==> src/rtl/core/cobs_frame_receiver_top_defines.svh <==
// Assertion macros shared by the COBS frame receiver RTL.
`ifndef COBS_FRAME_RECEIVER_TOP_DEFINES_SVH
`define COBS_FRAME_RECEIVER_TOP_DEFINES_SVH

`ifndef SYNTHESIS

// Invariant checked on every rising clock edge outside reset.
`define CFR_ASSERT(lbl, prop, msg) \
  lbl: assert property (@(posedge clk) disable iff (!rst_n) (prop)) else $error(msg);

// Same-cycle implication.
`define CFR_ASSERT_IMPL(lbl, ante, cons, msg) \
  lbl: assert property (@(posedge clk) disable iff (!rst_n) (ante) |-> (cons)) else $error(msg);

// Next-cycle implication.
`define CFR_ASSERT_NEXT(lbl, ante, cons, msg) \
  lbl: assert property (@(posedge clk) disable iff (!rst_n) (ante) |=> (cons)) else $error(msg);

`else

`define CFR_ASSERT(lbl, prop, msg)
`define CFR_ASSERT_IMPL(lbl, ante, cons, msg)
`define CFR_ASSERT_NEXT(lbl, ante, cons, msg)

`endif

`endif

==> src/rtl/core/cfr_pkg.sv <==
// Shared types and constants of the COBS frame receiver.
`default_nettype none

package cfr_pkg;

  localparam int BYTE_W      = 8;
  localparam int INDEX_W     = 6;
  localparam int LENGTH_W    = 7;
  localparam int IN_TDATA_W  = 8;
  localparam int IN_TUSER_W  = 1;
  localparam int OUT_TDATA_W = 24;

  // Frame delimiter and the code that carries no implied zero.
  localparam logic [BYTE_W-1:0] DELIM_BYTE    = 8'h00;
  localparam logic [BYTE_W-1:0] CODE_FULL_RUN = 8'hFF;

  // Result word, first field in the highest bits.
  typedef struct packed {
    logic [LENGTH_W-1:0] packet_length;
    logic [INDEX_W-1:0]  byte_index;
    logic [BYTE_W-1:0]   data_byte;
  } cfr_out_t;

endpackage

`default_nettype wire

==> src/rtl/core/cobs_frame_receiver_top.sv <==
// COBS frame receiver: sync, frame buffering, validation and decoded byte delivery.
`default_nettype none
`include "cobs_frame_receiver_top_defines.svh"

// Receives serial bytes on the in_ stream (in_tuser flags a line error, which drops sync
// and the buffered frame). Bytes are ignored until a zero delimiter syncs the receiver;
// then non-zero bytes are buffered in a RAM of MAX_PACKET+1 entries, one byte per cycle,
// and a zero byte ends the frame. On a delimiter the block stops taking words and a
// sequencer walks the buffer through the single RAM read port twice: a scan pass that
// checks the frame and sizes the packet, one code byte at a time, then a delivery pass
// that emits one word per decoded byte and holds each word until out_tready accepts it.
// Invalid, truncated or oversized frames produce nothing; a frame that decodes to no
// bytes yields a single word with packet_length 0.
module cobs_frame_receiver_top #(
  parameter int MAX_PACKET = 64
) (
  input  wire logic                           clk,
  input  wire logic                           rst_n,
  input  wire logic                           in_tvalid,
  output logic                                in_tready,
  input  wire logic [cfr_pkg::IN_TDATA_W-1:0] in_tdata,   // [7:0] rx_byte
  input  wire logic [cfr_pkg::IN_TUSER_W-1:0] in_tuser,   // [0] line_error
  output logic                                out_tvalid,
  input  wire logic                           out_tready,
  output logic [cfr_pkg::OUT_TDATA_W-1:0]     out_tdata,  // [7:0] data_byte,
                                                          // [13:8] byte_index,
                                                          // [20:14] packet_length
  output logic                                out_tlast   // last
);

  import cfr_pkg::*;

  localparam int STORE_DEPTH = MAX_PACKET + 1;
  localparam int CNT_W       = $clog2(STORE_DEPTH + 1);
  localparam int ADDR_W      = $clog2(STORE_DEPTH);
  localparam int SUM_W       = ((CNT_W > BYTE_W) ? CNT_W : BYTE_W) + 1;

  localparam logic [CNT_W-1:0] STORE_DEPTH_C = CNT_W'(STORE_DEPTH);
  localparam logic [SUM_W-1:0] MAX_SUM_C     = SUM_W'(MAX_PACKET);

  typedef enum logic [3:0] {
    S_IDLE,
    S_SCAN_RD,
    S_SCAN_EVAL,
    S_CODE_RD,
    S_CODE_EVAL,
    S_DATA_RD,
    S_DATA_EVAL,
    S_STEP,
    S_OUT
  } state_t;

  state_t              state_r, state_nxt;
  logic                synced_r, synced_nxt;
  logic [CNT_W-1:0]    count_r, count_nxt;
  logic [CNT_W-1:0]    ptr_r, ptr_nxt;
  logic [CNT_W-1:0]    wr_r, wr_nxt;
  logic [CNT_W-1:0]    len_r, len_nxt;
  logic [CNT_W-1:0]    idx_r, idx_nxt;
  logic [BYTE_W-1:0]   run_r, run_nxt;
  logic                zero_due_r, zero_due_nxt;
  logic                out_valid_r, out_valid_nxt;
  logic                out_last_r, out_last_nxt;
  cfr_out_t            out_word_r, out_word_nxt;

  logic                accept;
  logic [BYTE_W-1:0]   in_byte;
  logic                in_err;
  logic                ram_we;
  logic [BYTE_W-1:0]   ram_rdata;
  logic [BYTE_W-1:0]   code_run;
  logic [CNT_W-1:0]    rd_next;
  logic [SUM_W-1:0]    sum_rd;
  logic [SUM_W-1:0]    sum_wr;
  logic                idx_is_last;

  assign in_byte = in_tdata[BYTE_W-1:0];
  assign in_err  = in_tuser[0];
  assign accept  = in_tvalid && in_tready;

  // Frame buffer.
  cfr_ram #(
    .WIDTH (BYTE_W),
    .DEPTH (STORE_DEPTH)
  ) u_store (
    .clk   (clk),
    .we    (ram_we),
    .waddr (count_r[ADDR_W-1:0]),
    .wdata (in_byte),
    .raddr (ptr_r[ADDR_W-1:0]),
    .rdata (ram_rdata)
  );

  // Pointer and length arithmetic for the scan and delivery passes.
  assign code_run    = ram_rdata - 8'd1;
  assign rd_next     = ptr_r + CNT_W'(1);
  assign sum_rd      = SUM_W'(rd_next) + SUM_W'(code_run);
  assign sum_wr      = SUM_W'(wr_r) + SUM_W'(code_run);
  assign idx_is_last = (idx_r + CNT_W'(1)) == len_r;

  // Sequencer next-state logic.
  always_comb begin
    state_nxt     = state_r;
    synced_nxt    = synced_r;
    count_nxt     = count_r;
    ptr_nxt       = ptr_r;
    wr_nxt        = wr_r;
    len_nxt       = len_r;
    idx_nxt       = idx_r;
    run_nxt       = run_r;
    zero_due_nxt  = zero_due_r;
    out_valid_nxt = out_valid_r;
    out_last_nxt  = out_last_r;
    out_word_nxt  = out_word_r;
    ram_we        = 1'b0;

    unique case (state_r)
      S_IDLE: begin
        if (accept) begin
          if (in_err) begin
            synced_nxt = 1'b0;
            count_nxt  = '0;
          end else if (!synced_r) begin
            synced_nxt = (in_byte == DELIM_BYTE);
          end else if (in_byte == DELIM_BYTE) begin
            if (count_r != '0) begin
              ptr_nxt   = '0;
              wr_nxt    = '0;
              state_nxt = S_SCAN_RD;
            end
          end else if (count_r >= STORE_DEPTH_C) begin
            // Overflow: drop the frame and resync.
            count_nxt  = '0;
            synced_nxt = 1'b0;
          end else begin
            ram_we    = 1'b1;
            count_nxt = count_r + CNT_W'(1);
          end
        end
      end

      S_SCAN_RD: begin
        state_nxt = S_SCAN_EVAL;
      end

      // Check one code byte and advance the decoded length.
      S_SCAN_EVAL: begin
        if (ram_rdata == DELIM_BYTE || sum_rd > SUM_W'(count_r) || sum_wr > MAX_SUM_C) begin
          count_nxt = '0;
          state_nxt = S_IDLE;
        end else if (sum_rd == SUM_W'(count_r)) begin
          len_nxt = CNT_W'(sum_wr);
          ptr_nxt = '0;
          idx_nxt = '0;
          if (sum_wr == '0) begin
            // Empty packet marker.
            out_word_nxt  = '0;
            out_last_nxt  = 1'b1;
            out_valid_nxt = 1'b1;
            state_nxt     = S_OUT;
          end else begin
            state_nxt = S_CODE_RD;
          end
        end else if (ram_rdata != CODE_FULL_RUN) begin
          if (sum_wr >= MAX_SUM_C) begin
            count_nxt = '0;
            state_nxt = S_IDLE;
          end else begin
            wr_nxt    = CNT_W'(sum_wr) + CNT_W'(1);
            ptr_nxt   = CNT_W'(sum_rd);
            state_nxt = S_SCAN_RD;
          end
        end else begin
          wr_nxt    = CNT_W'(sum_wr);
          ptr_nxt   = CNT_W'(sum_rd);
          state_nxt = S_SCAN_RD;
        end
      end

      S_CODE_RD: begin
        state_nxt = S_CODE_EVAL;
      end

      // Latch the run length of the next block.
      S_CODE_EVAL: begin
        run_nxt      = code_run;
        zero_due_nxt = (ram_rdata != CODE_FULL_RUN);
        ptr_nxt      = rd_next;
        state_nxt    = (code_run == '0) ? S_STEP : S_DATA_RD;
      end

      S_DATA_RD: begin
        state_nxt = S_DATA_EVAL;
      end

      // Present one copied byte.
      S_DATA_EVAL: begin
        out_word_nxt.data_byte     = ram_rdata;
        out_word_nxt.byte_index    = INDEX_W'(idx_r);
        out_word_nxt.packet_length = LENGTH_W'(len_r);
        out_last_nxt               = idx_is_last;
        out_valid_nxt              = 1'b1;
        ptr_nxt                    = rd_next;
        run_nxt                    = run_r - 8'd1;
        idx_nxt                    = idx_r + CNT_W'(1);
        state_nxt                  = S_OUT;
      end

      // After a run: emit the implied zero or fetch the next code.
      S_STEP: begin
        if (zero_due_r && ptr_r < count_r) begin
          out_word_nxt.data_byte     = DELIM_BYTE;
          out_word_nxt.byte_index    = INDEX_W'(idx_r);
          out_word_nxt.packet_length = LENGTH_W'(len_r);
          out_last_nxt               = idx_is_last;
          out_valid_nxt              = 1'b1;
          zero_due_nxt               = 1'b0;
          idx_nxt                    = idx_r + CNT_W'(1);
          state_nxt                  = S_OUT;
        end else begin
          state_nxt = S_CODE_RD;
        end
      end

      S_OUT: begin
        if (out_tready) begin
          out_valid_nxt = 1'b0;
          if (out_last_r) begin
            count_nxt = '0;
            state_nxt = S_IDLE;
          end else if (run_r != '0) begin
            state_nxt = S_DATA_RD;
          end else begin
            state_nxt = S_STEP;
          end
        end
      end

      default: begin
        state_nxt = S_IDLE;
      end
    endcase
  end

  // State and registered outputs.
  always_ff @(posedge clk) begin
    if (!rst_n) begin
      state_r     <= S_IDLE;
      synced_r    <= 1'b0;
      count_r     <= '0;
      out_valid_r <= 1'b0;
    end else begin
      state_r     <= state_nxt;
      synced_r    <= synced_nxt;
      count_r     <= count_nxt;
      out_valid_r <= out_valid_nxt;
    end
    ptr_r      <= ptr_nxt;
    wr_r       <= wr_nxt;
    len_r      <= len_nxt;
    idx_r      <= idx_nxt;
    run_r      <= run_nxt;
    zero_due_r <= zero_due_nxt;
    out_last_r <= out_last_nxt;
    out_word_r <= out_word_nxt;
  end

  assign in_tready  = (state_r == S_IDLE);
  assign out_tvalid = out_valid_r;
  assign out_tlast  = out_last_r;
  assign out_tdata  = OUT_TDATA_W'(out_word_r);

  // Checks on the sequencer.
  `CFR_ASSERT_IMPL(a_no_input_while_out, out_tvalid, !in_tready, "input taken while a word is pending")
  `CFR_ASSERT(a_count_bound, count_r <= STORE_DEPTH_C, "frame byte count beyond buffer depth")
  `CFR_ASSERT_IMPL(a_last_index, out_tvalid && out_tlast && len_r != '0, idx_r == len_r, "last word not at packet end")
  `CFR_ASSERT_IMPL(a_index_bound, out_tvalid, idx_r <= len_r, "byte index beyond packet length")
  `CFR_ASSERT_NEXT(a_busy_mid_packet, out_tvalid && out_tready && !out_tlast, !in_tready, "receiver idle in mid packet")

endmodule

`default_nettype wire

==> src/rtl/core/cfr_ram.sv <==
// Generic single-write, single-read RAM with registered read data.
`default_nettype none

module cfr_ram #(
  parameter int WIDTH = 8,
  parameter int DEPTH = 65
) (
  input  wire logic                     clk,
  input  wire logic                     we,
  input  wire logic [$clog2(DEPTH)-1:0] waddr,
  input  wire logic [WIDTH-1:0]         wdata,
  input  wire logic [$clog2(DEPTH)-1:0] raddr,
  output logic      [WIDTH-1:0]         rdata
);

  logic [WIDTH-1:0] mem [DEPTH];

  // Write port and registered read port.
  always_ff @(posedge clk) begin
    if (we) begin
      mem[waddr] <= wdata;
    end
    rdata <= mem[raddr];
  end

endmodule

`default_nettype wire

==> config.mk <==
export PLATFORM = sky130hd
export DESIGN_NAME = cobs_frame_receiver_top
export DESIGN_NICKNAME = d
export VERILOG_FILES = /design/src/rtl/core/cfr_pkg.sv /design/src/rtl/core/cobs_frame_receiver_top.sv /design/src/rtl/core/cfr_ram.sv
export VERILOG_INCLUDE_DIRS = /design/src /design/src/rtl/core
export SDC_FILE = /design/constraint.sdc
export NUM_CORES = 1
export LEC_CHECK = 0
export BUFFER_PORTS_ARGS = -buffer_cell sky130_fd_sc_hd__buf_4
export CAP_MARGIN = 20
export CORE_MARGIN = 5
export CORE_UTILIZATION = 44
export DETAILED_ROUTE_END_ITERATION = 10
export PLACE_DENSITY = 0.7
export SETUP_SLACK_MARGIN = 0.3
export SKIP_LAST_GASP = 1
export SYNTH_ARGS = -nofsm -noshare
export SYNTH_HDL_FRONTEND = slang
export SYNTH_SLANG_ARGS = --single-unit
==> constraint.sdc <==
create_clock -name clk -period 9.2 [get_ports clk]
set_input_delay 0 -clock clk [delete_from_list [all_inputs] [get_ports clk]]
set_output_delay 0 -clock clk [all_outputs]
set_load 0.03 [all_outputs]
==> impl_metrics.toml <==
[synthesis]
async_flop_share_pct = 0
ys_ff_latch = 600
netlist_area_sq_um = 25200
synth_simple_gate_area_share_pct = 6.00
synth_xor_area_share_pct = 1.62
synth.distinct_cells = 67
synth_top_flop_cell = "edfxtp_1"
ys_warn_count = 0
synth_top_area_share_pct = 69.0
synth_top_family_by_area = "multiplexers"
syn_inst = 1541
syn_avg_cell_area_sq_um = 16.4
yosysSeqAreaShare_pct = 70.7
yosysMostFrequentCell = "edfxtp_1"
synth_edf_count = 579
yosys-top-cells-count = "edfxtp_1 (579), mux2i_1 (131), nor2_1 (122)"
synth_mux_area_share_pct = 12.0
yosysTopAreaCell = "edfxtp_1"
synth_compound_area_share_pct = 5.90
yosys-top-cells-area = "edfxtp_1 (69%), mux4_2 (6.4%), mux2i_1 (5.2%), o221ai_1 (2.3%), ha_1 (1.9%)"
yosys.area_share.adder_pct = 2.10

[route]
first_pass_iters = 7
remaining_drc_errors = 0
postRouteAntennaNets = 0
routedWlPerCell_um = 23.7
viasPerCell = 5.77
num_vias = 13800
drtIter0Drc = 1366
wirelength_um = 56900

[floorplan]
core_area_sq_um = 56600
ios = 40
die_x_um = 249
die_h_um = 249
initial_core_util_pct = 44.5
die-area_sq_um = 62200
row_count = 87

[global_route]
antenna_found_initial = 1
grt_max_degree = 136
grt-ovfl-total = 0
grt_pass1_vias = 13700
grt_pass1_wl_um = 85600
grtUsageTotal_pct = 17.8

[setup_path]
critPathLaunch = "ptr_r[0]"
required_ns = 9.43
critPathKind = "reg2reg"
worstPathMaxFanout = 61
rr_worst_depth = 17
worstSetupEndpointType = "flop"
critPathLaunchType = "flop"
reg2reg_to = "out_tdata[5]"
ff2ff_setup_slack_ns = 3.09
r2r_start = "ptr_r[0]"
endpoint = "out_tdata[5]"
critPathArrivalTime_ns = 6.33

[power]
switching_power_mw = 1.08
p_comb_share_pct = 1.2
p_seq_share_pct = 55.4
power_density_nw_per_um2 = 191
p_int_mw = 4.32
vdd_drop_max_mv = 0.158
p_leak_nw = 9.53
p_clk_share_pct = 43.4
power_mw = 5.40
switching_share_pct = 20.0

[clock_tree]
clk_latency_ns = 0.64
ctsLongestPathBuffers = 3
cts.sinks = 600
clock-root-buffer = "clkbuf_16"
cts_tree = "yes"
ctsResizeCount = 0
htreeDepth = 2
post-cts-setup-buffers = 0
cts-buffers-inserted = 58
holdBufCountCts = 15
clk_pin_slew_ns = 0.06

[sta]
worstMarginPinSlew_ns = 1.14
slew-limit-headroom_pct = 24.0
clock.fmax_mhz = 164
fin_setup_tns_ns = 0
setup_viol = 0
rsz0062_at_grt = "no"
whs_ns = -0.0209
slew_violations = 0
finalHoldViolCount = 17
fin_skew_ns = 0.0318
finalCritPeriodShare_pct = 66.4
layout_min_cycle_time_ns = 6.11

[status]
outcome = "finished with violations"
violations = "negative hold slack"

[placement]
hpwl_um = 35300
place.gp.congestion = 0.860
detailed_place.area_sq_um = 26300
io_buffers = 36

[finish]
fillerInstances = 4654
seq_area_sq_um = 17800
diodes = 0
fin_area_sq_um = 28300
drive_above_1_share_pct = 14.2
nets = 1647
syn_to_final_growth_pct = 12.3
multi_input_area_sq_um = 6990

[worst_hold_path]
hp-class = "in2reg"

[job]
cap_violations = 0
==> routing by layer <==
metal	track usage, %	part of all wire, %	vias to the layer above
met2	28.3	47	565
met3	4.73	8.5	97
met4	5.82	2.9	0
li1	-	-	6248
met5	0	0	-
met1	24.3	41	6935
==> cells by family after synthesis <==
kind of cell,Yosys count
and+or+nand+nor,315
muxes,212
xor gates and xnor gates,45
other,1
DFF,600
AOI/OAI and AO/OA,219
adders and majority gates,41
buffers and inverters,108
==> power groups by stage <==
stage | Combinational [mW] | Sequential (mW) | Clock [mW]
2_1_floorplan | 0.0122 | 3.05 | 0
6_report | 0.0674 | 2.99 | 2.34
4_1_cts | 0.0684 | 2.99 | 2.38
5_1_grt | 0.0728 | 2.99 | 2.49
3_3_place_gp | 0.0602 | 3.05 | 0
3_5_place_dp | 0.0640 | 3.05 | 0
==> worst min path at each step <==
stage | cells after the start | start | endpoint | slack (ns)
5_1_grt | 1 | in_tdata[7] | u_store.mem[32][7] | 0.005
6_report | 1 | in_tdata[7] | u_store.mem[35][7] | -0.02
3_5_place_dp | 4 | out_tready | state_r[3] | 0.30
2_1_floorplan | 0 | in_tdata[0] | u_store.mem[0][0] | 0.1
3_3_place_gp | 4 | out_tready | state_r[3] | 0.30
4_1_cts | 1 | in_tdata[7] | u_store.mem[54][7] | 0.004
==> state kept, by name, indices dropped and copies added (netlist names), 4 cells and up <==
register	count
count_r	7
idx_r	7
len_r	7
out_tdata	21
ptr_r	7
run_r	8
state_r	4
u_store.mem	520
u_store.rdata	8
wr_r	7
==> layout make-up <==
type | instances | share of cell area [%]
sequential | 600 | 62.9
multi-input combinational | 835 | 24.7
clock buffer | 67 | 5.32
tap | 756 | 3.34
timing repair buffer | 66 | 1.92
clock inverter | 43 | 1.35
inverter | 32 | 0.424
==> stage by stage <==
stage	util, %	instances	setup WS, ns	hold slack (ns)
after detailed placement	46.4	2273	3.12	0.304
after CTS	50.0	2398	3.08	0.00430
after global placement	46.4	2272	3.37	0.300
after global routing	50.0	2399	2.67	0.00481
after floorplan	-	1543	3.41	0.0989
final	50.0	2399	3.09	-0.0209
==> layout by cell type (no fill, tap or decap), types with 5 or more instances in the layout <==
master	n
edfxtp_1	579
mux2i_1	131
nor2_1	121
mux4_2	72
o221ai_1	66
a21oi_1	63
nand2_1	63
clkbuf_16	59
buf_4	49
ha_1	39
o22ai_1	34
inv_1	32
nand3_1	32
xnor2_1	23
o21ai_0	22
and2_1	21
dfxtp_1	21
xor2_1	20
clkinv_1	20
dlygate4sd3_1	15
nor3_1	14
nand4_1	10
nor4_1	10
clkinv_2	10
mux2_2	8
clkbuf_1	8
or3_1	7
a22o_1	5
bufinv_16	5
==> critical path: stages (launching register included) <==
cell      delay (ns)
edfxtp_1        0.42
buf_4           0.83
nand3_1         0.25
xnor2_1         0.28
ha_1            0.32
o21a_1          0.19
o31ai_1         0.11
nand2b_1        0.13
a21oi_1         0.22
xnor2_1         0.18
ha_1            0.30
a211oi_1        0.25
o221ai_1        0.19
a21oi_1         0.21
o221ai_1        0.28
o31a_1          0.35
or3_4           0.40
nor2_2          0.78
Note: power is estimated with default switching activity, not from simulation.
